[src/design/dsca_pkg.sv]
`timescale 1ns / 1ps
// shared mode codes, polynomials and control types for the crc sniffer
package dsca_pkg;

	localparam logic [2:0] MODE_CRC32   = 3'd0;
	localparam logic [2:0] MODE_CRC32R  = 3'd1;
	localparam logic [2:0] MODE_CRC16   = 3'd2;
	localparam logic [2:0] MODE_CRC16R  = 3'd3;
	localparam logic [2:0] MODE_PARITY  = 3'd4;
	localparam logic [2:0] MODE_SUM     = 3'd5;

	localparam logic [1:0] REG_MODE     = 2'd0;
	localparam logic [1:0] REG_REVERSE  = 2'd1;
	localparam logic [1:0] REG_INVERT   = 2'd2;

	localparam logic [1:0] SIZE_BYTE    = 2'd0;
	localparam logic [1:0] SIZE_HALF    = 2'd1;

	localparam logic       OP_FEED      = 1'b0;

	localparam logic [31:0] POLY_CRC32  = 32'h04C1_1DB7;
	localparam logic [31:0] POLY_CRC32R = 32'hEDB8_8320;
	localparam logic [31:0] POLY_CRC16  = 32'h0000_1021;
	localparam logic [31:0] POLY_CRC16R = 32'h0000_8408;
	localparam logic [15:0] MASK16      = 16'hFFFF;

	typedef struct packed {
		logic [2:0] mode;
		logic       out_reverse;
		logic       out_invert;
	} dsca_cfg_t;

endpackage

[src/design/dsca_byte_lane.sv]
`timescale 1ns / 1ps
// one byte of crc update for the configured mode
module dsca_byte_lane (
	input  logic [2:0]  mode,
	input  logic [7:0]  data_byte,
	input  logic [31:0] acc_in,
	output logic [31:0] acc_out
);

	logic [31:0] acc;

	always_comb begin
		acc = acc_in;
		case (mode)
			dsca_pkg::MODE_CRC32: begin
				acc = acc ^ {data_byte, 24'h0};
				for (int b = 0; b < 8; b++) begin
					acc = acc[31] ? ((acc << 1) ^ dsca_pkg::POLY_CRC32) : (acc << 1);
				end
			end
			dsca_pkg::MODE_CRC32R: begin
				acc = acc ^ {24'h0, data_byte};
				for (int b = 0; b < 8; b++) begin
					acc = acc[0] ? ((acc >> 1) ^ dsca_pkg::POLY_CRC32R) : (acc >> 1);
				end
			end
			dsca_pkg::MODE_CRC16: begin
				acc = acc ^ {16'h0, data_byte, 8'h0};
				for (int b = 0; b < 8; b++) begin
					acc = acc[15] ? ((acc << 1) ^ dsca_pkg::POLY_CRC16) : (acc << 1);
				end
				acc = {16'h0, acc[15:0] & dsca_pkg::MASK16};
			end
			dsca_pkg::MODE_CRC16R: begin
				// upper half of a wide seed is dropped before each byte
				acc = {16'h0, acc[15:0] & dsca_pkg::MASK16} ^ {24'h0, data_byte};
				for (int b = 0; b < 8; b++) begin
					acc = acc[0] ? ((acc >> 1) ^ dsca_pkg::POLY_CRC16R) : (acc >> 1);
				end
			end
			default: begin
				acc = acc_in;
			end
		endcase
	end

	assign acc_out = acc;

endmodule

[src/design/dsca_next.sv]
`timescale 1ns / 1ps
// next accumulator value from one transaction: seed load, crc lanes, parity or sum
module dsca_next (
	input  logic [2:0]  mode,
	input  logic        op,
	input  logic [31:0] data_value,
	input  logic [1:0]  elem_size,
	input  logic [31:0] acc,
	output logic [31:0] acc_next
);

	logic [31:0] lane_in  [4];
	logic [31:0] lane_out [4];

	genvar k;
	generate
		for (k = 0; k < 4; k++) begin : g_lane
			if (k == 0) begin : g_first
				assign lane_in[k] = acc;
			end else begin : g_chain
				assign lane_in[k] = lane_out[k-1];
			end
			dsca_byte_lane u_lane (
				.mode      (mode),
				.data_byte (data_value[8*k +: 8]),
				.acc_in    (lane_in[k]),
				.acc_out   (lane_out[k])
			);
		end
	endgenerate

	always_comb begin
		acc_next = acc;
		if (op != dsca_pkg::OP_FEED) begin
			acc_next = data_value;
		end else begin
			case (mode)
				dsca_pkg::MODE_CRC32,
				dsca_pkg::MODE_CRC32R,
				dsca_pkg::MODE_CRC16,
				dsca_pkg::MODE_CRC16R: begin
					// size code 3 counts as a four-byte element
					if (elem_size == dsca_pkg::SIZE_BYTE) begin
						acc_next = lane_out[0];
					end else if (elem_size == dsca_pkg::SIZE_HALF) begin
						acc_next = lane_out[1];
					end else begin
						acc_next = lane_out[3];
					end
				end
				dsca_pkg::MODE_PARITY: begin
					acc_next = acc ^ data_value;
				end
				default: begin
					// sum, and the unused codes behave as sum
					acc_next = acc + data_value;
				end
			endcase
		end
	end

endmodule

[src/design/dma_sniffer_crc_accumulator.sv]
`timescale 1ns / 1ps
// top level of the dma sniffer crc / checksum accumulator
// The sniffer takes one transaction per clock while the output is not
// stalled, and returns one result per transaction: a transaction either
// loads a seed word or feeds an element of 1, 2 or 4 bytes (low byte
// first) through CRC-32, reflected CRC-32, CRC-16-CCITT, reflected CRC-16,
// XOR parity or a wrapping sum, and the result is the new accumulator,
// optionally bit-reversed and then inverted. An accepted transaction is
// held in the input register and its result in the output register; the
// full four-byte crc update lies combinationally between the input register
// and the accumulator. Configuration writes are always accepted and must
// only be made while no transaction is in flight.
module dma_sniffer_crc_accumulator (
	input  logic        clk,
	input  logic        arst_n,

	input  logic        cfg_valid,
	output logic        cfg_ready,
	input  logic [1:0]  cfg_index,
	input  logic [31:0] cfg_data,

	input  logic        in_valid,
	output logic        in_ready,
	input  logic        op,
	input  logic [31:0] data_value,
	input  logic [1:0]  elem_size,

	output logic        out_valid,
	input  logic        out_ready,
	output logic [31:0] sniff_value
);

	dsca_pkg::dsca_cfg_t cfg_q;

	logic        valid_s1;
	logic        op_s1;
	logic [31:0] data_s1;
	logic [1:0]  size_s1;

	logic [31:0] acc_q;
	logic [31:0] acc_next;
	logic [31:0] acc_rev;
	logic [31:0] readout;
	logic        out_valid_q;
	logic [31:0] sniff_q;
	logic        advance;

	assign cfg_ready = 1'b1;

	always_ff @(posedge clk or negedge arst_n) begin
		if (!arst_n) begin
			cfg_q <= '0;
		end else if (cfg_valid && cfg_ready) begin
			case (cfg_index)
				dsca_pkg::REG_MODE:    cfg_q.mode        <= cfg_data[2:0];
				dsca_pkg::REG_REVERSE: cfg_q.out_reverse <= cfg_data[0];
				dsca_pkg::REG_INVERT:  cfg_q.out_invert  <= cfg_data[0];
				default:               cfg_q             <= cfg_q;
			endcase
		end
	end

	// stage 1 moves on whenever the result register is free or being drained
	assign advance  = !out_valid_q || out_ready;
	assign in_ready = !valid_s1 || advance;

	always_ff @(posedge clk or negedge arst_n) begin
		if (!arst_n) begin
			valid_s1 <= 1'b0;
		end else if (in_ready) begin
			valid_s1 <= in_valid;
		end
	end

	always_ff @(posedge clk) begin
		if (in_valid && in_ready) begin
			op_s1   <= op;
			data_s1 <= data_value;
			size_s1 <= elem_size;
		end
	end

	dsca_next u_next (
		.mode       (cfg_q.mode),
		.op         (op_s1),
		.data_value (data_s1),
		.elem_size  (size_s1),
		.acc        (acc_q),
		.acc_next   (acc_next)
	);

	always_comb begin
		for (int i = 0; i < 32; i++) begin
			acc_rev[i] = acc_next[31-i];
		end
	end

	assign readout = (cfg_q.out_reverse ? acc_rev : acc_next) ^ {32{cfg_q.out_invert}};

	always_ff @(posedge clk or negedge arst_n) begin
		if (!arst_n) begin
			acc_q       <= '0;
			out_valid_q <= 1'b0;
		end else if (advance) begin
			out_valid_q <= valid_s1;
			if (valid_s1) begin
				acc_q <= acc_next;
			end
		end
	end

	always_ff @(posedge clk) begin
		if (advance && valid_s1) begin
			sniff_q <= readout;
		end
	end

	assign out_valid   = out_valid_q;
	assign sniff_value = sniff_q;

endmodule

[config.mk]
export PLATFORM = sky130hd
export DESIGN_NAME = dma_sniffer_crc_accumulator
export DESIGN_NICKNAME = d
export VERILOG_FILES = /design/src/design/dsca_pkg.sv /design/src/design/dsca_byte_lane.sv /design/src/design/dsca_next.sv /design/src/design/dma_sniffer_crc_accumulator.sv
export SDC_FILE = /design/constraint.sdc
export NUM_CORES = 1
export LEC_CHECK = 0
export BUFFER_PORTS_ARGS = -buffer_cell sky130_fd_sc_hd__clkbuf_2
export CAP_MARGIN = 20
export CORE_UTILIZATION = 30
export CTS_BUF_LIST = sky130_fd_sc_hd__clkbuf_2 sky130_fd_sc_hd__clkbuf_4 sky130_fd_sc_hd__clkbuf_8
export DETAILED_ROUTE_END_ITERATION = 16
export GPL_TIMING_DRIVEN = 0
export PLACE_DENSITY = 0.52
export SLEW_MARGIN = 20
export SYNTH_ARGS = -nofsm -noshare
export SYNTH_HDL_FRONTEND = slang
export SYNTH_SLANG_ARGS = --single-unit
[constraint.sdc]
create_clock -name clk -period 18.39 [get_ports clk]
set_clock_uncertainty 0.2 [all_clocks]
set_input_delay 0 -clock clk [delete_from_list [all_inputs] [get_ports clk]]
set_output_delay 0 -clock clk [all_outputs]
set_load 0.005 [all_outputs]
Word level (Yosys, flattened, before mapping)
Index checks and enable logic that the tools add are counted.
{"block": "totals", "elab_cells": 315, "output_inout_bits": 35, "register_bits": 106, "inputBits": 74}
{"block": "op_classes", "eq_ne": 7, "bitwise_logic": 146, "n_mux": 137, "n_reduce_logical": 14, "n_addsub": 1}
{"op": "$mux 32", "count": 36}
{"op": "$mux 27", "count": 32}
{"op": "$mux 16", "count": 32}
{"op": "$pmux 32 s4", "count": 4}
{"op": "$not 13->14", "count": 32}
{"op": "$not 14->14", "count": 32}
{"op": "$mux 13", "count": 32}
{"op": "$not 3->3", "count": 64}
{"op": "$xor 32x32->32", "count": 6}
{"op": "$xor 32x8->32", "count": 4}
{"op": "$pmux 32 s2", "count": 1}
{"op": "$xor 16x16->16", "count": 4}
{"op": "$xor 16x8->16", "count": 4}
{"op": "$add 32x32->32", "count": 1}
{"op": "$reduce_and 2->1", "count": 4}
{"op": "$eq 3x2->1 const B", "count": 2}
{"op": "$eq 2x1->1 const B", "count": 2}
{"op": "$logic_not 2->1", "count": 2}
{"op": "$reduce_or 4->1", "count": 1}
{"op": "$eq 3x1->1 const B", "count": 1}
{"op": "$eq 3x3->1 const B", "count": 1}
{"op": "$logic_not 3->1", "count": 1}
{"op": "$eq 2x2->1 const B", "count": 1}
{"op": "$logic_and 1x1->1", "count": 2}
{"op": "other kinds (2)", "count": 4}

Logic depth before layout (Yosys ltp)
{"block": "depth", "ltp_word": 78, "ltp_mapped": 27, "depth_no_buf": 23}

By module
From an unflattened synthesis, not the netlist that was laid out.
{"block": "unflattened", "cells_unflattened": 2069, "hier_area_um2": 18801.8}
{"module": "dsca_byte_lane", "cells_each": 329, "instances": 4, "area_each_um2": 2811.4, "seq_area_each_um2": 0.0}
{"module": "dma_sniffer_crc_accumulator", "cells_each": 230, "instances": 1, "area_each_um2": 4305.4, "seq_area_each_um2": 2987.9}
{"module": "dsca_next", "cells_each": 523, "instances": 1, "area_each_um2": 3250.6, "seq_area_each_um2": 0.0}

Least setup slack after synthesis
No wires, ideal clock.
{"block": "synth_path", "path_kind": "reg2reg", "from": "reg data_s1[1]", "to": "reg sniff_q[22] (netlist: sniff_value[22]), data pin", "synth_period_minus_slack_ns": 7.561, "path_slack_ns": 10.829, "t_arrival_ns": 7.085, "path_stages_with_launch": 23, "t_required_ns": 17.914, "setup_time_ns": 0.276, "path_buffers": 2, "cell_sequence": "edfxtp_1 > ha_1 > buf_2 > buf_2 > xnor3_1 > xor2_1 > a22o_1 > o221ai_1 > xor3_1 > mux2_2 > o311a_1 > a2111oi_4 > xnor2_4 > xnor3_1 > a311o_1 > nor2_4 > xnor3_1 > or3b_1 > a31o_1 > o211a_1 > o21ai_1 > mux2i_1 > xnor2_1"}
{"block": "synth_between", "elab_chain_cells": 59, "elab_cells_between_ends": 236, "cone_classes": "1 x add/sub; 129 x mux; 106 x bitwise"}
{"element": "start, declared", "line": "dma_sniffer_crc_accumulator.sv:37", "source": "logic [31:0] data_s1;"}
{"element": "start signal, assigned", "line": "dma_sniffer_crc_accumulator.sv:78", "source": "data_s1 <= data_value;"}
{"element": "$xor 32x8->32", "line": "dsca_byte_lane.sv:22", "source": "acc = acc ^ {24'h0, data_byte};"}
{"element": "$mux 32 (2 in series)", "line": "dsca_byte_lane.sv:24", "source": "acc = acc[0] ? ((acc >> 1) ^ dsca_pkg::POLY_CRC32R) : (acc >> 1);"}
{"element": "$not 13->14 (no source line)"}
{"element": "$mux 32 (3 in series)", "line": "dsca_byte_lane.sv:24"}
{"element": "$not 13->14 (no source line)"}
{"element": "$mux 32 (3 in series)", "line": "dsca_byte_lane.sv:24"}
{"element": "$pmux 32 s4", "line": "dsca_byte_lane.sv:14", "source": "case (mode)"}
{"element": "$xor 32x32->32", "line": "dsca_byte_lane.sv:16", "source": "acc = acc ^ {data_byte, 24'h0};"}
{"element": "(+39 left out)"}
{"element": "$pmux 32 s4", "line": "dsca_byte_lane.sv:14"}
{"element": "$mux 32", "line": "dsca_next.sv:45", "source": "end else if (elem_size == dsca_pkg::SIZE_HALF) begin"}
{"element": "$mux 32", "line": "dsca_next.sv:43", "source": "if (elem_size == dsca_pkg::SIZE_BYTE) begin"}
{"element": "$pmux 32 s2 *", "line": "dsca_next.sv:37", "source": "case (mode)"}
{"element": "$mux 32 *", "line": "dsca_next.sv:34", "source": "if (op != dsca_pkg::OP_FEED) begin"}
{"element": "$mux 32 *", "line": "dma_sniffer_crc_accumulator.sv:98", "source": "assign readout = (cfg_q.out_reverse ? acc_rev : acc_next) ^ {32{cfg_q.out_invert}};"}
{"element": "$xor 32x32->32 *", "line": "dma_sniffer_crc_accumulator.sv:98"}
{"element": "named net readout[22]", "line": "dma_sniffer_crc_accumulator.sv:43", "source": "logic [31:0] readout;"}
{"element": "end signal, assigned", "line": "dma_sniffer_crc_accumulator.sv:114", "source": "sniff_q <= readout;"}
{"element": "end, declared", "line": "dma_sniffer_crc_accumulator.sv:45", "source": "logic [31:0] sniff_q;"}
Mark *: on every way through the listed nets, which the timed path passes. The rest lies on a longest branch.
A chain may end at the register's enable or synchronous reset.

Worst setup path in the final report
{"block": "layout_path", "from": "reg cfg_q[4] (netlist name)", "to": "reg sniff_q[30] (netlist: sniff_value[30]), data pin"}
{"block": "layout_between", "elab_chain_cells": 47, "elab_cells_between_ends": 193, "cone_classes": "4 x eq/ne; 100 x mux; 87 x bitwise; 2 x reduce/logical"}
{"element": "$eq 3x2->1 (tied with other cells)", "line": "dsca_byte_lane.sv:14, dsca_next.sv:37"}
{"element": "$pmux 32 s4", "line": "dsca_byte_lane.sv:14"}
{"element": "$xor 32x32->32 / $xor 32x8->32 (equally long branches)", "line": "dsca_byte_lane.sv:16, dsca_byte_lane.sv:22"}
{"element": "$not 14->14 (no source line) (tied with other cells)"}
{"element": "$mux 27 (tied with other cells)", "line": "dsca_byte_lane.sv:18", "source": "acc = acc[31] ? ((acc << 1) ^ dsca_pkg::POLY_CRC32) : (acc << 1);"}
{"element": "$not 14->14 (no source line) (tied with other cells)"}
{"element": "$mux 27 (tied with other cells) (2 in series)", "line": "dsca_byte_lane.sv:18"}
{"element": "$not 14->14 (no source line) (tied with other cells)"}
{"element": "(+31 left out)"}
{"element": "$pmux 32 s4", "line": "dsca_byte_lane.sv:14"}
{"element": "$mux 32", "line": "dsca_next.sv:45"}
{"element": "$mux 32", "line": "dsca_next.sv:43"}
{"element": "$pmux 32 s2 *", "line": "dsca_next.sv:37"}
{"element": "$mux 32 *", "line": "dsca_next.sv:34"}
{"element": "$mux 32 *", "line": "dma_sniffer_crc_accumulator.sv:98"}
{"element": "$xor 32x32->32 *", "line": "dma_sniffer_crc_accumulator.sv:98"}
{"element": "named net readout[30]", "line": "dma_sniffer_crc_accumulator.sv:43"}
Marks and branches as above.

==> out/qor.json <==
{
  "run_status": {"value": "completed"},
  "r2r-start": {"value": "cfg_q[4]"},
  "yosysSeqAreaShare": {"value": 0.141},
  "die_width": {"value": 268, "unit": "µm"},
  "dp_hpwl": {"value": 108, "unit": "mm"},
  "flop2flop_setup_slack": {"value": 6.36, "unit": "ns"},
  "grt_setup_unrepaired": {"value": "false"},
  "post_synth_inst_count": {"value": 2385},
  "tritoncts": {"value": "yes"},
  "critical_path_type": {"value": "reg -> reg"},
  "synthDominantCellAreaShare": {"value": 0.143},
  "synthesis.area": {"value": 21200, "unit": "µm²"},
  "crit_path_cell_trace": {"value": "buf_2, buf_2, clkbuf_1, clkbuf_1, buf_1, clkbuf_1, clkbuf_1, buf_1, clkbuf_1, buf_1, clkbuf_1, clkbuf_1, buf_1, nor2_1, a221oi_1, xnor3_1, o221ai_1, and3_1, o32ai_1, o22ai_1, xor2_1"},
  "top_level_ports": {"value": 109},
  "antenna_left": {"value": 0},
  "fin_setup_tns": {"value": 0, "unit": "ns"},
  "synth_area_per_cell": {"value": 8.89, "unit": "µm²"},
  "final.period_utilization": {"value": 0.654},
  "synthArstFlopShare": {"value": 0.368},
  "critical_path.most_common_cell": {"value": "sky130_fd_sc_hd__clkbuf_1"},
  "syn2layout_area_growth": {"value": 11.4, "unit": "%"},
  "routabilityCongestion": {"value": 1.08},
  "clock-root-buffer": {"value": "sky130_fd_sc_hd__clkbuf_8"},
  "largest_cells_by_area_after_synthesis": {"value": "sky130_fd_sc_hd__xnor2_1, sky130_fd_sc_hd__xnor3_1, sky130_fd_sc_hd__edfxtp_1"},
  "first_global_vias": {"value": 20500},
  "cp.required": {"value": 18.31, "unit": "ns"},
  "largest_net_degree_at_the_start_of_global_routing": {"value": 40},
  "finalCriticalPeriod": {"value": 12.03, "unit": "ns"},
  "cp_data_arrival_time": {"value": 11.96, "unit": "ns"},
  "startpoint_type": {"value": "register"},
  "clk_path_buf_depth": {"value": 2},
  "reg2reg_depth": {"value": 21},
  "grt_antenna_before_repair": {"value": 8},
  "ys.warnings.count": {"value": 0},
  "ys_types": {"value": 118},
  "cts_setup_buffers": {"value": 0},
  "grtUsageTotal": {"value": 0.370},
  "synth_ff_type": {"value": "sky130_fd_sc_hd__edfxtp_1"},
  "placementRows": {"value": 97},
  "routed_wl": {"value": 135, "unit": "mm"},
  "number_of_design_rule_violations_left_by_the_first_detailed_router_iteration": {"value": 3713},
  "design.final.nets": {"value": 2640},
  "holdCritPathClass": {"value": "in -> async"},
  "achievable-frequency": {"value": 0.0831, "unit": "GHz"},
  "final_max_slew_viol_count": {"value": 0},
  "dr.pass1.iters": {"value": 6},
  "synth.cells.most_frequent": {"value": "sky130_fd_sc_hd__xnor2_1, sky130_fd_sc_hd__nand2_1, sky130_fd_sc_hd__nor2_1"},
  "numCtsBuffers": {"value": 9},
  "synth_top_cell_by_area": {"value": "sky130_fd_sc_hd__xnor2_1"},
  "viasPerCell": {"value": 6.37},
  "portBuffers": {"value": 78},
  "die_height": {"value": 268, "unit": "µm"},
  "synth_fp_nets": {"value": 2492},
  "routedWlPerCell": {"value": 38.8, "unit": "µm"},
  "maxCapViolations": {"value": 0},
  "rr_endpoint": {"value": "sniff_value[30]"},
  "detail_route.drc_violations": {"value": 0},
  "fraction_of_final_layout_cells_sized_beyond_drive_strength_1": {"value": 0.106},
  "clkTransAtPathRegs": {"value": 0.12, "unit": "ns"},
  "ys_ff_latch": {"value": 106},
  "timing_worst_slew_pin_value": {"value": 1.25, "unit": "ns"},
  "core_area": {"value": 70000, "unit": "µm²"},
  "grt_first_pass_wirelength": {"value": 180, "unit": "mm"},
  "library_cell_with_the_highest_instance_count_after_synthesis": {"value": "sky130_fd_sc_hd__xnor2_1"},
  "timing.final.hold_violations": {"value": 0},
  "timing.critical_path.fanout_max": {"value": 10},
  "die_ar": {"value": 71700, "unit": "µm²"},
  "setup_viol": {"value": 0},
  "total_number_of_vias": {"value": 22200},
  "clkSinkCount": {"value": 106},
  "slew-limit-headroom": {"value": 0.163},
  "kind_of_end_point_of_the_critical_path": {"value": "register"},
  "clock_tree.htree_level_count": {"value": 3},
  "cpPeakStageDelay": {"value": 0.93, "unit": "ns"},
  "grt_residual_overflow": {"value": 0},
  "initial_core_util": {"value": 0.303},
  "synth_edf_count": {"value": 67},
  "worst_path_max_delay_cell": {"value": "sky130_fd_sc_hd__a221oi_1"},
  "clock_insertion_delay_worst_skew": {"value": 0.41, "unit": "ns"}
}
## worst max path at each step
stage          startpoint  slack, ns  cells after the start              end
3_5_place_dp     cfg_q[4]       6.96                     21  sniff_value[30]
5_1_grt          cfg_q[4]       6.55                     25  sniff_value[30]
3_3_place_gp     cfg_q[4]       6.57                     22  sniff_value[17]
2_1_floorplan  data_s1[1]      10.83                     22  sniff_value[22]
6_report         cfg_q[4]       6.36                     21  sniff_value[30]
4_1_cts          cfg_q[4]       6.95                     21  sniff_value[30]
## what timing repair did
action / 4_1_cts / 5_1_grt
endpoints found under the setup margin: 0 / 0
hold endpoints to repair: 95 / 0
hold buffers: 51 / 0
gates resized for setup: 0 / 0
## layer usage
metal | GRT usage | share of wire | up-vias
met2 | 0.542 | 0.41 | 1705
li1 | - | - | 9044
met4 | 0.192 | 0.065 | 9
met5 | 0.0101 | 0.0010 | -
met1 | 0.505 | 0.41 | 11100
met3 | 0.0827 | 0.11 | 386
## area by class of cell
cell class	count	area, µm²
plain buffers	175	726
well taps	940	1180
fillers	7356	46400
repair buffers	137	985
inverters	39	146
flip-flops and latches	106	2990
diodes	5	12.5
clock buffers	11	151
multi-input cells	2065	17400
clock inverters	5	57.6
## stage by stage
step | utilization | hold WS [ns] | instance area [µm²] | cells | setup WS, ns
finish | 0.337 | 0.0933 | 23600 | 3483 | 6.36
CTS | 0.337 | 0.0466 | 23600 | 3478 | 6.95
global route | 0.337 | 0.0900 | 23600 | 3478 | 6.55
floorplan | - | -0.496 | 21200 | 2385 | 10.83
global placement | 0.325 | -0.0225 | 22800 | 3403 | 6.57
detailed placement | 0.327 | -0.0214 | 22900 | 3411 | 6.96
## critical path, delay by kind of cell (launching register included)
kind                   cells  cell delay [ns]
buffers and inverters     13             7.70
AO/OA/AOI/OAI              4             2.18
AND/OR/NAND/NOR            2             0.62
XOR/XNOR                   2             0.59
flip-flops                 1             0.41
## logic make-up after synthesis
kind of cell    Yosys count  share of synthesized area
compound gates          638                      0.225
xor+xnor                636                      0.375
fa+ha+maj                33                     0.0198
buf+inv                 214                     0.0408
flops                   106                      0.141
mux                      85                     0.0443
other cells               1                   0.000177
simple gates            672                      0.155
## state kept, by name, indices dropped and copies added (netlist names)
signal / cells
acc_q: 32
data_s1: 32
sniff_value: 32
cfg_q: 5
size_s1: 2
op_s1: 1
out_valid: 1
valid_s1: 1
## cell usage in the layout, fill, tap and decap left out, types with 35 or more instances in the layout
cell type,count
sky130_fd_sc_hd__edfxtp_1,67
sky130_fd_sc_hd__clkbuf_1,107
sky130_fd_sc_hd__xnor3_1,116
sky130_fd_sc_hd__nand2_1,217
sky130_fd_sc_hd__nor3_1,48
sky130_fd_sc_hd__xnor2_1,347
sky130_fd_sc_hd__mux2i_1,69
sky130_fd_sc_hd__dfrtp_1,39
sky130_fd_sc_hd__dlygate4sd3_1,51
sky130_fd_sc_hd__xor2_1,111
sky130_fd_sc_hd__buf_2,35
sky130_fd_sc_hd__a21oi_1,115
sky130_fd_sc_hd__inv_1,37
sky130_fd_sc_hd__clkbuf_2,81
sky130_fd_sc_hd__o21ai_0,120
sky130_fd_sc_hd__nand2b_1,45
sky130_fd_sc_hd__nor2_1,156
Power is not shown: default switching activity piles up to over one toggle a cycle in this logic, so the estimate is an artifact.
